**src/sv/widc_pkg.sv**
```systemverilog
// Constants and codes for the window inclusion density check.
package widc_pkg;

   localparam int FLAW_DEPTH  = 256;
   localparam int FLAW_IDX_W  = $clog2(FLAW_DEPTH);
   localparam int RING_DEPTH  = 256;
   localparam int PTR_W       = $clog2(RING_DEPTH);
   localparam int WCOLS_W     = 9;
   localparam int THR_W       = 21;
   localparam int ELONG_W     = 16;
   localparam int COUNT_W     = 13;
   localparam int TOTAL_W     = 21;
   localparam int COLNUM_W    = 12;
   localparam int OP_W        = 2;
   localparam int CSR_ADDR_W  = 4;
   localparam int CSR_DATA_W  = 32;

   localparam logic [COUNT_W-1:0]  COUNT_MAX  = '1;
   localparam logic [TOTAL_W-1:0]  TOTAL_MAX  = '1;
   localparam logic [COLNUM_W-1:0] COLNUM_MAX = '1;
   localparam logic [WCOLS_W-1:0]  WIDTH_MAX  = WCOLS_W'(RING_DEPTH);

   // operation codes
   localparam logic [OP_W-1:0] OP_START = 2'd0;
   localparam logic [OP_W-1:0] OP_LOAD  = 2'd1;
   localparam logic [OP_W-1:0] OP_PIXEL = 2'd2;

   // register indexes
   localparam logic [1:0] REG_WINDOW_COLS = 2'd0;
   localparam logic [1:0] REG_THRESHOLD_A = 2'd1;
   localparam logic [1:0] REG_THRESHOLD_B = 2'd2;
   localparam logic [1:0] REG_ELONG_LIMIT = 2'd3;

   localparam logic [WCOLS_W-1:0] WINDOW_COLS_RST = 9'd64;
   localparam logic [ELONG_W-1:0] ELONG_LIMIT_RST = 16'd1280;

endpackage

```
**src/sv/window_inclusion_density_check.sv**
```systemverilog
// The result of an image-end pixel word passes through the stage one register, then the result register.
// Throughput: one word per cycle; input stalls only while an image-end word waits on rsp_stall.
// Flaw class table and column ring: one write port and one registered read port each.
// Synchronous reset clears the flaw loaded bits, the image counters and the registers.
// The column ring is not cleared; entries are always written before they are read.
module window_inclusion_density_check
   import widc_pkg::*;
(
   input  logic                  clock,
   input  logic                  reset,
   input  logic                  req_valid,
   output logic                  req_stall,
   input  logic [OP_W-1:0]       req_operation,
   input  logic [FLAW_IDX_W-1:0] req_flaw_index,
   input  logic [ELONG_W-1:0]    req_elongation,
   input  logic                  req_pixel_set,
   input  logic                  req_last_in_column,
   input  logic                  req_last_in_image,
   output logic                  rsp_valid,
   input  logic                  rsp_stall,
   output logic                  rsp_fail_a,
   output logic [COLNUM_W-1:0]   rsp_first_window_a,
   output logic                  rsp_fail_b,
   output logic [COLNUM_W-1:0]   rsp_first_window_b,
   input  logic                  psel,
   input  logic                  penable,
   input  logic                  pwrite,
   input  logic [CSR_ADDR_W-1:0] paddr,
   input  logic [CSR_DATA_W-1:0] pwdata,
   output logic [CSR_DATA_W-1:0] prdata,
   output logic                  pready
);

   // configuration
   logic [WCOLS_W-1:0] window_cols_ff;
   logic [THR_W-1:0]   threshold_a_ff, threshold_b_ff;
   logic [ELONG_W-1:0] elong_limit_ff;
   logic               csr_wr;
   logic [1:0]         csr_idx;

   // stage one word
   logic                  s1_valid_ff, s1_valid_in;
   logic [OP_W-1:0]       s1_operation_ff;
   logic [FLAW_IDX_W-1:0] s1_index_ff;
   logic [ELONG_W-1:0]    s1_elong_ff;
   logic                  s1_pixel_ff, s1_lcol_ff, s1_limg_ff;

   // flaw table
   logic [FLAW_DEPTH-1:0] flaw_loaded_ff, flaw_loaded_in;
   logic                  flaw_incl_ff [FLAW_DEPTH];
   logic                  incl_rd_ff;
   logic                  incl_we;
   logic                  incl_wdata;

   // column ring
   logic [COUNT_W-1:0] column_ring_ff [RING_DEPTH];
   logic [COUNT_W-1:0] ring_rd_ff;
   logic               ring_we;
   logic [PTR_W-1:0]   ring_rd_addr;

   // image state
   logic [COUNT_W-1:0]  cur_count_ff, cur_count_in;
   logic [TOTAL_W-1:0]  total_ff, total_in;
   logic [COLNUM_W-1:0] colnum_ff, colnum_in;
   logic [PTR_W-1:0]    ptr_ff, ptr_in;
   logic                found_a_ff, found_a_in, found_b_ff, found_b_in;
   logic [COLNUM_W-1:0] pos_a_ff, pos_a_in, pos_b_ff, pos_b_in;

   // result register
   logic                rsp_valid_ff, rsp_valid_in;
   logic                fail_a_ff, fail_b_ff;
   logic [COLNUM_W-1:0] first_a_ff, first_b_ff;

   // datapath
   logic                s1_result, s1_block, s1_go, accept;
   logic                is_start, is_load, is_pixel, finish;
   logic [WCOLS_W-1:0]  width_eff;
   logic [COLNUM_W-1:0] width_ext;
   logic [PTR_W-1:0]    ptr_eff, ptr_next;
   logic [WCOLS_W-1:0]  ptr_inc;
   logic                count_inc;
   logic [COUNT_W-1:0]  count_new;
   logic [TOTAL_W-1:0]  total_sub, total_new;
   logic [TOTAL_W:0]    total_sum;
   logic [COLNUM_W-1:0] colnum_new, start_col;
   logic                window_full, hit_a, hit_b;
   logic                found_a_new, found_b_new;
   logic [COLNUM_W-1:0] pos_a_new, pos_b_new;

   // ---------------- configuration port ----------------
   assign pready  = 1'b1;
   assign csr_idx = paddr[3:2];
   assign csr_wr  = psel & penable & pwrite & pready;

   always_ff @(posedge clock) begin
      if (reset) begin
         window_cols_ff <= WINDOW_COLS_RST;
         threshold_a_ff <= '0;
         threshold_b_ff <= '0;
         elong_limit_ff <= ELONG_LIMIT_RST;
      end else if (csr_wr) begin
         case (csr_idx)
            REG_WINDOW_COLS: window_cols_ff <= pwdata[WCOLS_W-1:0];
            REG_THRESHOLD_A: threshold_a_ff <= pwdata[THR_W-1:0];
            REG_THRESHOLD_B: threshold_b_ff <= pwdata[THR_W-1:0];
            REG_ELONG_LIMIT: elong_limit_ff <= pwdata[ELONG_W-1:0];
            default: ;
         endcase
      end
   end

   always_comb begin
      case (csr_idx)
         REG_WINDOW_COLS: prdata = CSR_DATA_W'(window_cols_ff);
         REG_THRESHOLD_A: prdata = CSR_DATA_W'(threshold_a_ff);
         REG_THRESHOLD_B: prdata = CSR_DATA_W'(threshold_b_ff);
         REG_ELONG_LIMIT: prdata = CSR_DATA_W'(elong_limit_ff);
         default:         prdata = '0;
      endcase
   end

   // ---------------- handshake ----------------
   assign is_start  = (s1_operation_ff == OP_START);
   assign is_load   = (s1_operation_ff == OP_LOAD);
   assign is_pixel  = (s1_operation_ff == OP_PIXEL);
   assign s1_result = is_pixel & s1_limg_ff;
   // only an image-end word can be held, and only by a waiting result
   assign s1_block  = s1_valid_ff & s1_result & rsp_valid_ff & rsp_stall;
   assign s1_go     = s1_valid_ff & ~s1_block;
   assign req_stall = s1_block;
   assign accept    = req_valid & ~req_stall;

   assign s1_valid_in  = accept | (s1_valid_ff & ~s1_go);
   assign rsp_valid_in = (s1_go & s1_result) | (rsp_valid_ff & rsp_stall);

   always_ff @(posedge clock) begin
      if (reset) begin
         s1_valid_ff  <= 1'b0;
         rsp_valid_ff <= 1'b0;
      end else begin
         s1_valid_ff  <= s1_valid_in;
         rsp_valid_ff <= rsp_valid_in;
      end
   end

   always_ff @(posedge clock) begin
      if (accept) begin
         s1_operation_ff <= req_operation;
         s1_index_ff     <= req_flaw_index;
         s1_elong_ff     <= req_elongation;
         s1_pixel_ff     <= req_pixel_set;
         s1_lcol_ff      <= req_last_in_column;
         s1_limg_ff      <= req_last_in_image;
      end
   end

   // ---------------- flaw table ----------------
   assign incl_we    = s1_go & is_load & ~flaw_loaded_ff[s1_index_ff];
   assign incl_wdata = (s1_elong_ff <= elong_limit_ff);

   always_comb begin
      flaw_loaded_in = flaw_loaded_ff;
      if (s1_go && is_start) begin
         flaw_loaded_in = '0;
      end else if (incl_we) begin
         flaw_loaded_in[s1_index_ff] = 1'b1;
      end
   end

   always_ff @(posedge clock) begin
      if (reset) begin
         flaw_loaded_ff <= '0;
      end else begin
         flaw_loaded_ff <= flaw_loaded_in;
      end
   end

   // read at accept; a load leaving stage one at the same edge is forwarded
   always_ff @(posedge clock) begin
      if (incl_we) begin
         flaw_incl_ff[s1_index_ff] <= incl_wdata;
      end
      if (accept) begin
         if (incl_we && s1_index_ff == req_flaw_index) begin
            incl_rd_ff <= incl_wdata;
         end else begin
            incl_rd_ff <= flaw_incl_ff[req_flaw_index];
         end
      end
   end

   // ---------------- column window ----------------
   always_comb begin
      if (window_cols_ff == '0) begin
         width_eff = WCOLS_W'(1);
      end else if (window_cols_ff > WIDTH_MAX) begin
         width_eff = WIDTH_MAX;
      end else begin
         width_eff = window_cols_ff;
      end
   end
   assign width_ext = COLNUM_W'(width_eff);

   assign ptr_eff  = ({1'b0, ptr_ff} >= width_eff) ? '0 : ptr_ff;
   assign ptr_inc  = {1'b0, ptr_eff} + WCOLS_W'(1);
   assign ptr_next = (ptr_inc >= width_eff) ? '0 : ptr_inc[PTR_W-1:0];

   assign finish    = is_pixel & (s1_lcol_ff | s1_limg_ff);
   assign count_inc = is_pixel & s1_pixel_ff & flaw_loaded_ff[s1_index_ff] & incl_rd_ff
                      & (cur_count_ff != COUNT_MAX);
   assign count_new = cur_count_ff + COUNT_W'(count_inc);

   // ring_rd_ff already holds the entry at the current pointer
   always_comb begin
      if (colnum_ff >= width_ext) begin
         total_sub = (total_ff > TOTAL_W'(ring_rd_ff)) ? total_ff - TOTAL_W'(ring_rd_ff) : '0;
      end else begin
         total_sub = total_ff;
      end
   end
   assign total_sum   = {1'b0, total_sub} + (TOTAL_W+1)'(count_new);
   assign total_new   = total_sum[TOTAL_W] ? TOTAL_MAX : total_sum[TOTAL_W-1:0];
   assign colnum_new  = (colnum_ff == COLNUM_MAX) ? colnum_ff : colnum_ff + COLNUM_W'(1);
   assign window_full = (colnum_new >= width_ext);
   assign start_col   = colnum_new - width_ext;
   assign hit_a       = window_full & ~found_a_ff & (total_new > threshold_a_ff);
   assign hit_b       = window_full & ~found_b_ff & (total_new > threshold_b_ff);
   assign found_a_new = found_a_ff | hit_a;
   assign found_b_new = found_b_ff | hit_b;
   assign pos_a_new   = hit_a ? start_col : pos_a_ff;
   assign pos_b_new   = hit_b ? start_col : pos_b_ff;

   assign ring_we      = s1_go & finish;
   // prefetch the entry that the next column end will retire
   assign ring_rd_addr = ({1'b0, ptr_in} >= width_eff) ? '0 : ptr_in;

   always_ff @(posedge clock) begin
      if (ring_we) begin
         column_ring_ff[ptr_eff] <= count_new;
      end
      if (ring_we && ptr_eff == ring_rd_addr) begin
         ring_rd_ff <= count_new;
      end else begin
         ring_rd_ff <= column_ring_ff[ring_rd_addr];
      end
   end

   always_comb begin
      cur_count_in = cur_count_ff;
      total_in     = total_ff;
      colnum_in    = colnum_ff;
      ptr_in       = ptr_ff;
      found_a_in   = found_a_ff;
      found_b_in   = found_b_ff;
      pos_a_in     = pos_a_ff;
      pos_b_in     = pos_b_ff;
      if (s1_go) begin
         if (is_start || s1_result) begin
            // image end and start both leave a clean image state
            cur_count_in = '0;
            total_in     = '0;
            colnum_in    = '0;
            ptr_in       = '0;
            found_a_in   = 1'b0;
            found_b_in   = 1'b0;
            pos_a_in     = '0;
            pos_b_in     = '0;
         end else if (finish) begin
            cur_count_in = '0;
            total_in     = total_new;
            colnum_in    = colnum_new;
            ptr_in       = ptr_next;
            found_a_in   = found_a_new;
            found_b_in   = found_b_new;
            pos_a_in     = pos_a_new;
            pos_b_in     = pos_b_new;
         end else if (is_pixel) begin
            cur_count_in = count_new;
         end
      end
   end

   always_ff @(posedge clock) begin
      if (reset) begin
         cur_count_ff <= '0;
         total_ff     <= '0;
         colnum_ff    <= '0;
         ptr_ff       <= '0;
         found_a_ff   <= 1'b0;
         found_b_ff   <= 1'b0;
         pos_a_ff     <= '0;
         pos_b_ff     <= '0;
      end else begin
         cur_count_ff <= cur_count_in;
         total_ff     <= total_in;
         colnum_ff    <= colnum_in;
         ptr_ff       <= ptr_in;
         found_a_ff   <= found_a_in;
         found_b_ff   <= found_b_in;
         pos_a_ff     <= pos_a_in;
         pos_b_ff     <= pos_b_in;
      end
   end

   // ---------------- result word ----------------
   always_ff @(posedge clock) begin
      if (s1_go && s1_result) begin
         fail_a_ff  <= found_a_new;
         fail_b_ff  <= found_b_new;
         first_a_ff <= found_a_new ? pos_a_new : '0;
         first_b_ff <= found_b_new ? pos_b_new : '0;
      end
   end

   assign rsp_valid          = rsp_valid_ff;
   assign rsp_fail_a         = fail_a_ff;
   assign rsp_first_window_a = first_a_ff;
   assign rsp_fail_b         = fail_b_ff;
   assign rsp_first_window_b = first_b_ff;

endmodule

```
**config.mk**
```make
export PLATFORM = sky130hd
export DESIGN_NAME = window_inclusion_density_check
export DESIGN_NICKNAME = d
export VERILOG_FILES = /design/src/sv/widc_pkg.sv /design/src/sv/window_inclusion_density_check.sv
export SDC_FILE = /design/constraint.sdc
export NUM_CORES = 2
export LEC_CHECK = 0
export BUFFER_PORTS_ARGS = -buffer_cell sky130_fd_sc_hd__buf_2
export CORE_MARGIN = 2
export CORE_UTILIZATION = 65
export CTS_BUF_LIST = sky130_fd_sc_hd__clkbuf_2 sky130_fd_sc_hd__clkbuf_4 sky130_fd_sc_hd__clkbuf_8
export DETAILED_ROUTE_END_ITERATION = 8
export PLACE_DENSITY = 0.84
export SETUP_SLACK_MARGIN = 0.5
export SLEW_MARGIN = 20
export SYNTH_ARGS = -nofsm -noshare
export SYNTH_HDL_FRONTEND = slang
export SYNTH_SLANG_ARGS = --single-unit
```
**constraint.sdc**
```tcl
create_clock -name clock -period 19.8 [get_ports clock]
set_clock_uncertainty 0.05 [all_clocks]
set_input_delay 2.97 -clock clock [delete_from_list [all_inputs] [get_ports clock]]
set_output_delay 2.97 -clock clock [all_outputs]
set_load 0.1 [all_outputs]
```
==> results.json <==
{
  "async_flop_share": 0,
  "dp_slack_ps": 6716,
  "crit_required_ps": 20660,
  "numCtsBuffers": 625,
  "antenna_found_initial": 21,
  "grt_max_degree": 258,
  "ant_nets": 0,
  "syn_inst": 8263,
  "synth-compound-area-share": 0.02897,
  "grt_pass1_wl_um": 601200,
  "worstSetupEndpointType": "register",
  "synth-main-ff-cell": "edfxtp_1",
  "area_delta_synth_final_pct": 10.99,
  "dr.pass1.iters": 9,
  "io_pins": 133,
  "critPathArrivalTime_ps": 14210,
  "p_leak_nw": 59.06,
  "overflow": 0,
  "fp.dieH_um": 502.9,
  "clk_latency_ps": 1100,
  "final_nets": 8978,
  "syn_area_per_cell_um2": 19.58,
  "drt_wl_total_um": 426800,
  "ys_warn_count": 0,
  "portBuffers": 107,
  "hold_path_class": "register to register",
  "synth_top_family_by_area": "multiplexers",
  "synth_mux_area_frac": 0.1760,
  "fmax_mhz": 74.90,
  "setup_viol": 0,
  "mostFrequentLayoutCell": "edfxtp_1",
  "dr_total_vias": 87710,
  "final_cell_mix": "3640 x edfxtp_1, 1261 x mux4_2, 660 x clkbuf_8",
  "dr.first_iter.drc_count": 13970,
  "vias_per_cell": 6.966,
  "synth-xor-area-share": 0.003628,
  "hold_viol_final": 0,
  "cts.clk_slew.worst_paths_ps": 60,
  "dp_cells": 11470,
  "drv_slew": 0,
  "fp-row-count": 183,
  "drive_above_1_share": 0.3061,
  "vdd_ir_drop_max_v": 0.00006306,
  "grt_pass1_vias": 88170,
  "dieArea_mm2": 0.2529,
  "root_buffer": "clkbuf_8",
  "setup-tns-final_ps": 0,
  "htreeDepth": 6,
  "ctsHoldBuffers": 0,
  "cts_tree": "done",
  "synth_area_mm2": 0.1618,
  "synth_cell_types": 81,
  "synthAdderAreaFrac": 0.01081,
  "slowest_stage": "buf_4",
  "postCtsSetupBuffers": 0,
  "r2r_setup_slack_ps": 6450,
  "drc": 0,
  "max-cap-violations": 0,
  "place_area_mm2": 0.1671,
  "yosys.area_share.simple": 0.03852,
  "wl_per_cell_um": 33.90,
  "critPathLaunchType": "register",
  "cts.sinks": 4053,
  "ys_ff_latch": 4053,
  "cts_buffer_depth": 4,
  "cellPowerDensity_mw_per_mm2": 91.57,
  "fin_crit_sh": 0.6743,
  "rsz0062_at_grt": "false",
  "hpwl_um": 252900,
  "grt.total_usage": 0.3305,
  "crit_type": "register to register",
  "stdcell_count": 12590,
  "die_x_um": 502.9,
  "synth-edff-count": 3640,
  "status": "complete, no violations",
  "start_util": 0.6523,
  "gp_congestion": 0.8895,
  "ys_seq_area_frac": 0.7268,
  "cts_resized": 0,
  "worstMarginPinSlew_ps": 1286,
  "slew_headroom": 0.1393,
  "final_area_mm2": 0.1795,
  "crit_path_max_fanout": 41,
  "final.min_clock_period_ps": 13350,
  "fp.coreArea_mm2": 0.2480,
  "fin_ws_ps": 6449,
  "slowest_delay_ps": 820
}
-- Yosys cell counts, drive strengths merged (14+ instances only) --
| master | count | area share |
|---|---|---|
| edfxtp | 3640 | 0.68 |
| mux4 | 1261 | 0.18 |
| nor2 | 621 | 0.016 |
| nand2 | 497 | 0.012 |
| dfxtp | 413 | 0.051 |
| clkbuf | 352 | 0.0082 |
| o21ai | 203 | 0.0063 |
| a21oi | 146 | 0.0045 |
| ha | 135 | 0.010 |
| buf | 133 | 0.0042 |
| o21a | 126 | 0.0058 |
| inv | 123 | 0.0029 |
| a22o | 55 | 0.0030 |
| xnor2 | 47 | 0.0025 |
| a22oi | 46 | 0.0021 |
| nand3 | 42 | 0.0013 |
| nor3 | 38 | 0.0015 |
| nor2b | 34 | 0.0013 |
| nand4 | 32 | 0.0012 |
| a21o | 31 | 0.0014 |
| and2 | 31 | 0.0012 |
| a31oi | 24 | 0.00093 |
| and3 | 20 | 0.00077 |
| xor2 | 20 | 0.0011 |
| nand2b | 19 | 0.00073 |
| o211ai | 19 | 0.00088 |
| or3 | 15 | 0.00058 |
| nor4 | 14 | 0.00054 |
-- sequential cells by signal, summed over array words and instances, names as in the netlist, 12 cells and up, named ones only --
name                count
s1_elong_ff            16
rsp_first_window_b     12
threshold_a_ff         21
flaw_loaded_ff        256
rsp_first_window_a     12
pos_a_ff               12
total_ff               21
colnum_ff              12
flaw_incl_ff          256
threshold_b_ff         21
pos_b_ff               12
elong_limit_ff         16
cur_count_ff           13
column_ring_ff       3328
-- critical path, delay by kind of cell, from the launching register on --
kind,cells,cell delay [ps]
AOI/OAI and AO/OA,15,4140
xor gates and xnor gates,1,190
adders and majority gates,4,1170
buffers and inverters,6,2580
DFF,1,780
muxes,4,2330
and+or+nand+nor,6,1810
-- path summary, 6_finish.rpt --
path	depth (start not counted)	to	start
hold reg to reg	2	flaw_loaded_ff[174]	flaw_loaded_ff[174]
setup / recovery	36	pos_a_ff[5]	register
hold / removal	2	flaw_loaded_ff[174]	flaw_loaded_ff[174]
setup reg to reg	36	pos_a_ff[5]	register
-- power breakdown --
group	total (W)	leakage (nW)	switching, W	internal, W
Sequential	0.00921	39.8	0.00000852	0.00920
Combinational	0.000299	12.8	0.000193	0.000106
Clock	0.00693	6.47	0.00329	0.00364
-- cell families (layout without fill, tap and decap cells) --
kind of cell    count (synthesis)  after routing
fa+ha+maj                     138            138
xor+xnor                       67             67
compound gates                725            725
other cells                     2             24
flops                        4053           4053
simple gates                 1403           1403
buf+inv                       608           1583
mux                          1267           1267
-- metal layers --
| layer | global-route usage | routed length [um] |
|---|---|---|
| met5 | 0 | 133 |
| met3 | 0.08013 | 52570 |
| met2 | 0.5244 | 208300 |
| met1 | 0.4385 | 141300 |
| met4 | 0.1564 | 24530 |
-- layout make-up --
cell class                      count  area (um^2)
Multi-Input combinational cell   3612        42370
Timing Repair Buffer              353         2716
Clock inverter                    240         1568
Fill cell                       12950        68430
Antenna cell                       12        30.03
Sequential cell                  4053       117600
Clock buffer                      867        10640
Tap cell                         3330         4167
Inverter                          123        461.7
-- through the flow --
stage | total power (W) | utilization | hold WS (ps)
2_1_floorplan | 0.009616 | - | 369.6
3_3_place_gp | 0.009678 | 0.6729 | 377.7
3_5_place_dp | 0.009685 | 0.6737 | 390.8
4_1_cts | 0.01642 | 0.7229 | 404.5
5_1_grt | 0.01681 | 0.7240 | 427.2
6_report | 0.01644 | 0.7240 | 405.4
Power figures use the tool's default switching activity.
